## src/sv/pgd_pkg.sv

```systemverilog
// Package with the item types, phase and kind codes of the postings gap decoder.
`default_nettype none

package pgd_pkg;

  typedef enum logic [1:0] {
    PH_IDLE  = 2'd0,
    PH_ID    = 2'd1,
    PH_COUNT = 2'd2,
    PH_POS   = 2'd3
  } phase_t;

  typedef enum logic [1:0] {
    KIND_DOC   = 2'd0,
    KIND_POS   = 2'd1,
    KIND_EMPTY = 2'd2
  } kind_t;

  localparam logic CFG_SWAP_BYTES     = 1'b0;
  localparam logic CFG_WITH_POSITIONS = 1'b1;

  typedef struct packed {
    logic [31:0] word;
    logic        start_req;
  } in_item_t;

  typedef struct packed {
    kind_t       kind;
    logic [31:0] value;
    logic [31:0] position_count;
    logic        last_in_list;
  } out_item_t;

endpackage

`default_nettype wire

```

## src/sv/postings_gap_decoder.sv

```systemverilog
// Top level of the postings gap decoder: decode state, result register and checks.
//
// Input items carry one 32-bit word of a postings list and a start mark; a word
// with the start mark is the document count of a new list. Result items carry a
// kind (document, position or empty list marker), an absolute value, the
// position count of a document and a last-in-list mark. Both channels use
// valid and ready. Configuration is written through cfg_we, cfg_index and
// cfg_data: index 0 selects byte swapping, index 1 selects positional mode.
// The user must write it only while the block is idle; the block does not enforce this.
// Each accepted item is decoded in the cycle it is taken, with one add and one
// counter decrement, and its result, if any, shows in the result register the
// next cycle; the block takes one item per cycle while in_ready is high. The result
// register is the only buffer, so a new item is taken while the receiver is
// stalled only when that register is empty; when it is full and not taken,
// in_ready is low. Words that give no result never occupy it.
// Reset clears the decoder to idle, empties the result register and sets both
// configuration bits to one.
`default_nettype none

module postings_gap_decoder (
  input  wire               clk,
  input  wire               rst,
  input  wire               cfg_we,
  input  wire               cfg_index,
  input  wire               cfg_data,
  input  wire               in_valid,
  output logic              in_ready,
  input  wire pgd_pkg::in_item_t in_data,
  output logic              out_valid,
  input  wire               out_ready,
  output pgd_pkg::out_item_t out_data
);

  logic swap_bytes;
  logic with_positions;

  pgd_pkg::phase_t phase, phase_next;
  logic [31:0] docs_left, docs_left_next;
  logic [31:0] positions_left, positions_left_next;
  logic [31:0] previous_doc_id, previous_doc_id_next;
  logic [31:0] pending_doc_id, pending_doc_id_next;
  logic [31:0] previous_position, previous_position_next;

  logic               in_accept;
  logic [31:0]        w;
  logic [31:0]        docs_dec;
  logic [31:0]        pos_dec;
  logic [31:0]        sum;
  logic               produce;
  pgd_pkg::out_item_t result;

  assign in_ready  = !out_valid || out_ready;
  assign in_accept = in_valid && in_ready;

  assign w = swap_bytes ? {in_data.word[7:0], in_data.word[15:8],
                           in_data.word[23:16], in_data.word[31:24]}
                        : in_data.word;
  assign docs_dec = docs_left - 32'd1;
  assign pos_dec  = positions_left - 32'd1;

  always_comb begin
    phase_next             = phase;
    docs_left_next         = docs_left;
    positions_left_next    = positions_left;
    previous_doc_id_next   = previous_doc_id;
    pending_doc_id_next    = pending_doc_id;
    previous_position_next = previous_position;
    produce                = 1'b0;
    result                 = '{kind: pgd_pkg::KIND_DOC, value: 32'd0,
                               position_count: 32'd0, last_in_list: 1'b0};
    sum                    = 32'd0;
    if (in_data.start_req) begin
      positions_left_next    = 32'd0;
      previous_position_next = 32'd0;
      previous_doc_id_next   = 32'd0;
      pending_doc_id_next    = 32'd0;
      docs_left_next         = w;
      if (w == 32'd0) begin
        phase_next          = pgd_pkg::PH_IDLE;
        produce             = 1'b1;
        result.kind         = pgd_pkg::KIND_EMPTY;
        result.last_in_list = 1'b1;
      end else begin
        phase_next = pgd_pkg::PH_ID;
      end
    end else begin
      case (phase)
        pgd_pkg::PH_ID: begin
          if (with_positions) begin
            sum                  = previous_doc_id + w;
            previous_doc_id_next = sum;
            pending_doc_id_next  = sum;
            phase_next           = pgd_pkg::PH_COUNT;
          end else begin
            previous_doc_id_next = w;
            docs_left_next       = docs_dec;
            produce              = 1'b1;
            result.value         = w;
            result.last_in_list  = (docs_dec == 32'd0);
            if (docs_dec == 32'd0) begin
              phase_next = pgd_pkg::PH_IDLE;
            end
          end
        end
        pgd_pkg::PH_COUNT: begin
          docs_left_next        = docs_dec;
          produce               = 1'b1;
          result.value          = pending_doc_id;
          result.position_count = w;
          result.last_in_list   = (docs_dec == 32'd0) && (w == 32'd0);
          if (w == 32'd0) begin
            phase_next = (docs_dec == 32'd0) ? pgd_pkg::PH_IDLE : pgd_pkg::PH_ID;
          end else begin
            positions_left_next    = w;
            previous_position_next = 32'd0;
            phase_next             = pgd_pkg::PH_POS;
          end
        end
        pgd_pkg::PH_POS: begin
          sum                    = previous_position + w;
          previous_position_next = sum;
          positions_left_next    = pos_dec;
          produce                = 1'b1;
          result.kind            = pgd_pkg::KIND_POS;
          result.value           = sum;
          result.last_in_list    = (pos_dec == 32'd0) && (docs_left == 32'd0);
          if (pos_dec == 32'd0) begin
            phase_next = (docs_left == 32'd0) ? pgd_pkg::PH_IDLE : pgd_pkg::PH_ID;
          end
        end
        default: begin
          phase_next = phase;
        end
      endcase
    end
  end

  always_ff @(posedge clk) begin
    if (rst) begin
      swap_bytes     <= 1'b1;
      with_positions <= 1'b1;
    end else if (cfg_we) begin
      if (cfg_index == pgd_pkg::CFG_SWAP_BYTES) begin
        swap_bytes <= cfg_data;
      end else begin
        with_positions <= cfg_data;
      end
    end
  end

  always_ff @(posedge clk) begin
    if (rst) begin
      phase             <= pgd_pkg::PH_IDLE;
      docs_left         <= 32'd0;
      positions_left    <= 32'd0;
      previous_doc_id   <= 32'd0;
      pending_doc_id    <= 32'd0;
      previous_position <= 32'd0;
    end else if (in_accept) begin
      phase             <= phase_next;
      docs_left         <= docs_left_next;
      positions_left    <= positions_left_next;
      previous_doc_id   <= previous_doc_id_next;
      pending_doc_id    <= pending_doc_id_next;
      previous_position <= previous_position_next;
    end
  end

  always_ff @(posedge clk) begin
    if (rst) begin
      out_valid <= 1'b0;
    end else if (in_accept && produce) begin
      out_valid <= 1'b1;
    end else if (out_ready) begin
      out_valid <= 1'b0;
    end
  end

  always_ff @(posedge clk) begin
    if (in_accept && produce) begin
      out_data <= result;
    end
  end

  a_empty_list: assert property (@(posedge clk) disable iff (rst)
    in_accept && in_data.start_req && in_data.word == 32'd0
    |=> out_valid && out_data.kind == pgd_pkg::KIND_EMPTY && out_data.last_in_list)
    else $error("empty list did not give a final marker item");

  a_marker_payload: assert property (@(posedge clk) disable iff (rst)
    out_valid && out_data.kind == pgd_pkg::KIND_EMPTY
    |-> out_data.value == 32'd0 && out_data.position_count == 32'd0)
    else $error("empty list marker carries a nonzero payload");

  a_position_count: assert property (@(posedge clk) disable iff (rst)
    out_valid && out_data.kind == pgd_pkg::KIND_POS |-> out_data.position_count == 32'd0)
    else $error("position item carries a position count");

  a_idle_ignore: assert property (@(posedge clk) disable iff (rst)
    in_accept && !in_data.start_req && phase == pgd_pkg::PH_IDLE
    |=> phase == pgd_pkg::PH_IDLE && docs_left == $past(docs_left))
    else $error("word without start mark left the idle phase");

endmodule

`default_nettype wire

```

## config.mk

```make
export PLATFORM = sky130hd
export DESIGN_NAME = postings_gap_decoder
export DESIGN_NICKNAME = d
export VERILOG_FILES = /design/src/sv/pgd_pkg.sv /design/src/sv/postings_gap_decoder.sv
export SDC_FILE = /design/constraint.sdc
export NUM_CORES = 1
export LEC_CHECK = 0
export ABC_AREA = 0
export ABC_CLOCK_PERIOD_IN_PS = 19500
export BUFFER_PORTS_ARGS = -buffer_cell sky130_fd_sc_hd__buf_4
export CAP_MARGIN = 20
export CORE_AREA = 4 4 161 163
export CTS_CLUSTER_SIZE = 40
export DETAILED_ROUTE_END_ITERATION = 6
export DIE_AREA = 0 0 165 167
export PLACE_DENSITY = 0.89
export SLEW_MARGIN = 20
export SYNTH_ARGS = -nofsm -noshare
export SYNTH_HDL_FRONTEND = slang
export SYNTH_SLANG_ARGS = --single-unit
```

## constraint.sdc

```tcl
create_clock -name clk -period 19.5 [get_ports clk]
set_clock_uncertainty 0.1 [all_clocks]
set_input_delay 5.85 -clock clk [delete_from_list [all_inputs] [get_ports clk]]
set_output_delay 5.85 -clock clk [all_outputs]
set_load 0.005 [all_outputs]
```

==> flow_metrics.env <==
export IMPL_status="finished with violations"
export IMPL_violations="DRC"
export IMPL_final_common_cell="nor2_1"
export IMPL_power_share_sequential_pct=40.4
export IMPL_routed_via_density=6.73
export IMPL_slew_headroom_pct=26.4
export IMPL_cap_violations=0
export IMPL_crit_path_end_kind="output pin"
export IMPL_ys_ff_latch=232
export IMPL_placed_cell_area_um2=15600
export IMPL_ys_flop_type="dfxtp_1"
export IMPL_worstMarginPinSlew_ps=1100
export IMPL_setup_tns_ps=0
export IMPL_rsz0062_at_grt="false"
export IMPL_yosys_area_top_type_share_pct=22.7
export IMPL_crit_slowest_cell="nand2b_1"
export IMPL_drt_initial_drc_count=2192
export IMPL_die_w_um=165
export IMPL_layout_drive_gt1_share_pct=11.0
export IMPL_p_per_area_nw_per_um2=79.5
export IMPL_htree_num_levels=1
export IMPL_synth_top_area_cell="dfxtp_1"
export IMPL_hold_path_class="reg2reg"
export IMPL_drt_pass1_iterations=7
export IMPL_fmax_mhz=81.6
export IMPL_drc_errors=5
export IMPL_p_sw_mw=0.418
export IMPL_cts_tree="built"
export IMPL_initial_core_util_pct=59.9
export IMPL_r2r_setup_slack_ps=14100
export IMPL_path_common_cell="buf_4"
export IMPL_synth_edf_count=67
export IMPL_wl_per_cell_um=22.3
export IMPL_die_area_um2=27600
export IMPL_cts_setup_buffers=0
export IMPL_slowest_delay_ps=190
export IMPL_cts_resized=0
export IMPL_yosysUniqueCellTypes=80
export IMPL_fin_nets=1970
export IMPL_cts_sinks=232
export IMPL_numCtsBuffers=25
export IMPL_crit_end="in_ready"
export IMPL_cts_root_buffer="clkbuf_16"
export IMPL_syn2layout_area_growth_pct=12.6
export IMPL_fin_crit_sh_pct=62.8
export IMPL_grt_pass1_wl_um=74600
export IMPL_diodes=0
export IMPL_final_cell_mix="nor2_1 (225), a21oi_1 (213), nand2_1 (177), dfxtp_1 (164), buf_4 (132)"
export IMPL_required_ps=13550
export IMPL_die_y_um=167
export IMPL_cp_start_kind="input pin"
export IMPL_slew_viol_final=0
export IMPL_io_pins=109
export IMPL_routed_wl_um=49000
export IMPL_netlist_area_um2=14600
export IMPL_p_clk_share_pct=37.1
export IMPL_cp_max_fo=4
export IMPL_gr_usage_all_layers_pct=33.7
export IMPL_num_vias=14795
export IMPL_r2r_end="out_data[55]$_SDFFCE_PP0P_"
export IMPL_timing_rr_start="swap_bytes$_SDFFE_PP1P_"
export IMPL_coreArea_um2=24300
export IMPL_period_minus_slack_ps=12260
export IMPL_arrival_ps=6310
export IMPL_overflow=0
export IMPL_place_congestion=1.01
export IMPL_grt_antenna_before_repair=2
export IMPL_grt_max_degree=97
export IMPL_io_buffers=108
export IMPL_postRouteAntennaNets=0
export IMPL_yosys_warnings=0
export IMPL_clkLatencyLatePin_ps=550
export IMPL_clkTransAtPathRegs_ps=70
export IMPL_hold_buffers=0
export IMPL_reg2reg_depth=11
export IMPL_comb_power_share_pct=22.4
export IMPL_hpwl_um=33600
export IMPL_rows=57
export IMPL_final_cell_area_um2=16400
export IMPL_power_leakage_nw=6.81
export IMPL_syn_inst=1814
export IMPL_crit_start="out_ready"
export IMPL_syn_nets=1926
export IMPL_async_flop_share_pct=0
export IMPL_clk_path_buf_depth=3
export IMPL_syn_avg_cell_area_um2=8.03
export IMPL_p_int_mw=0.885
export IMPL_hold_viol=0
export IMPL_synthTopCellsByArea="dfxtp_1 (23%), edfxtp_1 (14%), a21oi_1 (7.3%)"
export IMPL_ir_drop_v=0.0000672
export IMPL_crit_type="in2out"
export IMPL_seq_area_frac_synth_pct=36.5
export IMPL_crit_path_cell_trace="buf_4 > nand2b_1 > buf_4"
export IMPL_grt_pass1_vias=13729
export IMPL_sw_frac_of_total_pct=32.1
export IMPL_setup_viol=0
[worst min path at each step]
stage,start,to,slack [ps],cells past startpoint
after global placement,pending_doc_id[17]$_SDFFE_PP0P_,pending_doc_id[17]$_SDFFE_PP0P_,330,2
after detailed placement,pending_doc_id[19]$_SDFFE_PP0P_,pending_doc_id[19]$_SDFFE_PP0P_,330,2
after global routing,pending_doc_id[19]$_SDFFE_PP0P_,pending_doc_id[19]$_SDFFE_PP0P_,360,2
after floorplan,pending_doc_id[20]$_SDFFE_PP0P_,pending_doc_id[20]$_SDFFE_PP0P_,320,2
after CTS,pending_doc_id[19]$_SDFFE_PP0P_,pending_doc_id[19]$_SDFFE_PP0P_,350,2
final,pending_doc_id[19]$_SDFFE_PP0P_,pending_doc_id[19]$_SDFFE_PP0P_,350,2
[routing by layer]
metal	GRT usage, %	vias up	share of wire [%]
li1	-	6703	-
met2	51.2	1012	44
met1	44.2	6873	38
met4	17.8	4	6.2
met5	0	-	0.053
met3	8.45	203	13
[area by class of cell]
cell class,count,area (µm²)
multi-input cells,1413,8640
fillers,1910,7920
flip-flops and latches,232,5320
repair buffers,132,991
clock buffers,35,758
well taps,324,405
inverters,54,203
clock inverters,9,77.6
[critical path: cells and delay by family]
family | cells | cell delay (ps)
buffers and inverters | 2 | 260
and+or+nand+nor | 1 | 190
[Yosys cell counts, drive strengths merged (12+ instances only)]
cell type and number:
xor2 27, o21a 12, and3 19, clkbuf 103, o211ai 14, a21oi 213
o22ai 16, inv 53, a22oi 44, mux2i 32, buf 12, or4 14
nand2b 13, dfxtp 165, nor4 30, edfxtp 67, nand2 177, a21o 31
xnor2 48, a31oi 15, nand3 31, nor3 71, nor2b 15, o21ai 120
nor2 229, ha 70
[logic make-up after synthesis]
| group | Yosys count | synth area share (%) |
|---|---|---|
| and+or+nand+nor | 663 | 21.7 |
| adders and majority gates | 72 | 6.29 |
| muxes | 35 | 2.43 |
| xor gates and xnor gates | 75 | 4.51 |
| buffers and inverters | 169 | 4.45 |
| DFF | 232 | 36.5 |
| AOI/OAI and AO/OA | 568 | 24.1 |
[per-stage QoR]
step	worst slack [ps]	total power, mW	instances	hold slack [ps]	util, %
global placement	7270	0.806	2155	330	64.0
floorplan	7540	0.736	1814	322	-
global route	7240	1.35	2199	362	67.4
CTS	7250	1.29	2199	347	67.4
detailed placement	7250	0.815	2155	333	64.0
finish	7240	1.30	2199	353	67.4
[sequential cells by signal, summed over array words and instances (netlist names)]
| signal | count |
|---|---|
| previous_doc_id | 32 |
| previous_position | 32 |
| pending_doc_id | 32 |
| swap_bytes | 1 |
| positions_left | 32 |
| out_data | 67 |
| with_positions | 1 |
| docs_left | 32 |
| out_valid | 1 |
| phase | 2 |
[power groups by stage]
stage                     Sequential (mW)  Combinational [mW]  Clock [mW]
after CTS                           0.526               0.282       0.485
after global placement              0.535               0.271           0
after global routing                0.528               0.314       0.506
after floorplan                     0.531               0.206           0
final                               0.527               0.292       0.484
after detailed placement            0.536               0.279           0
No activity file was read; power rests on OpenSTA's default activity.
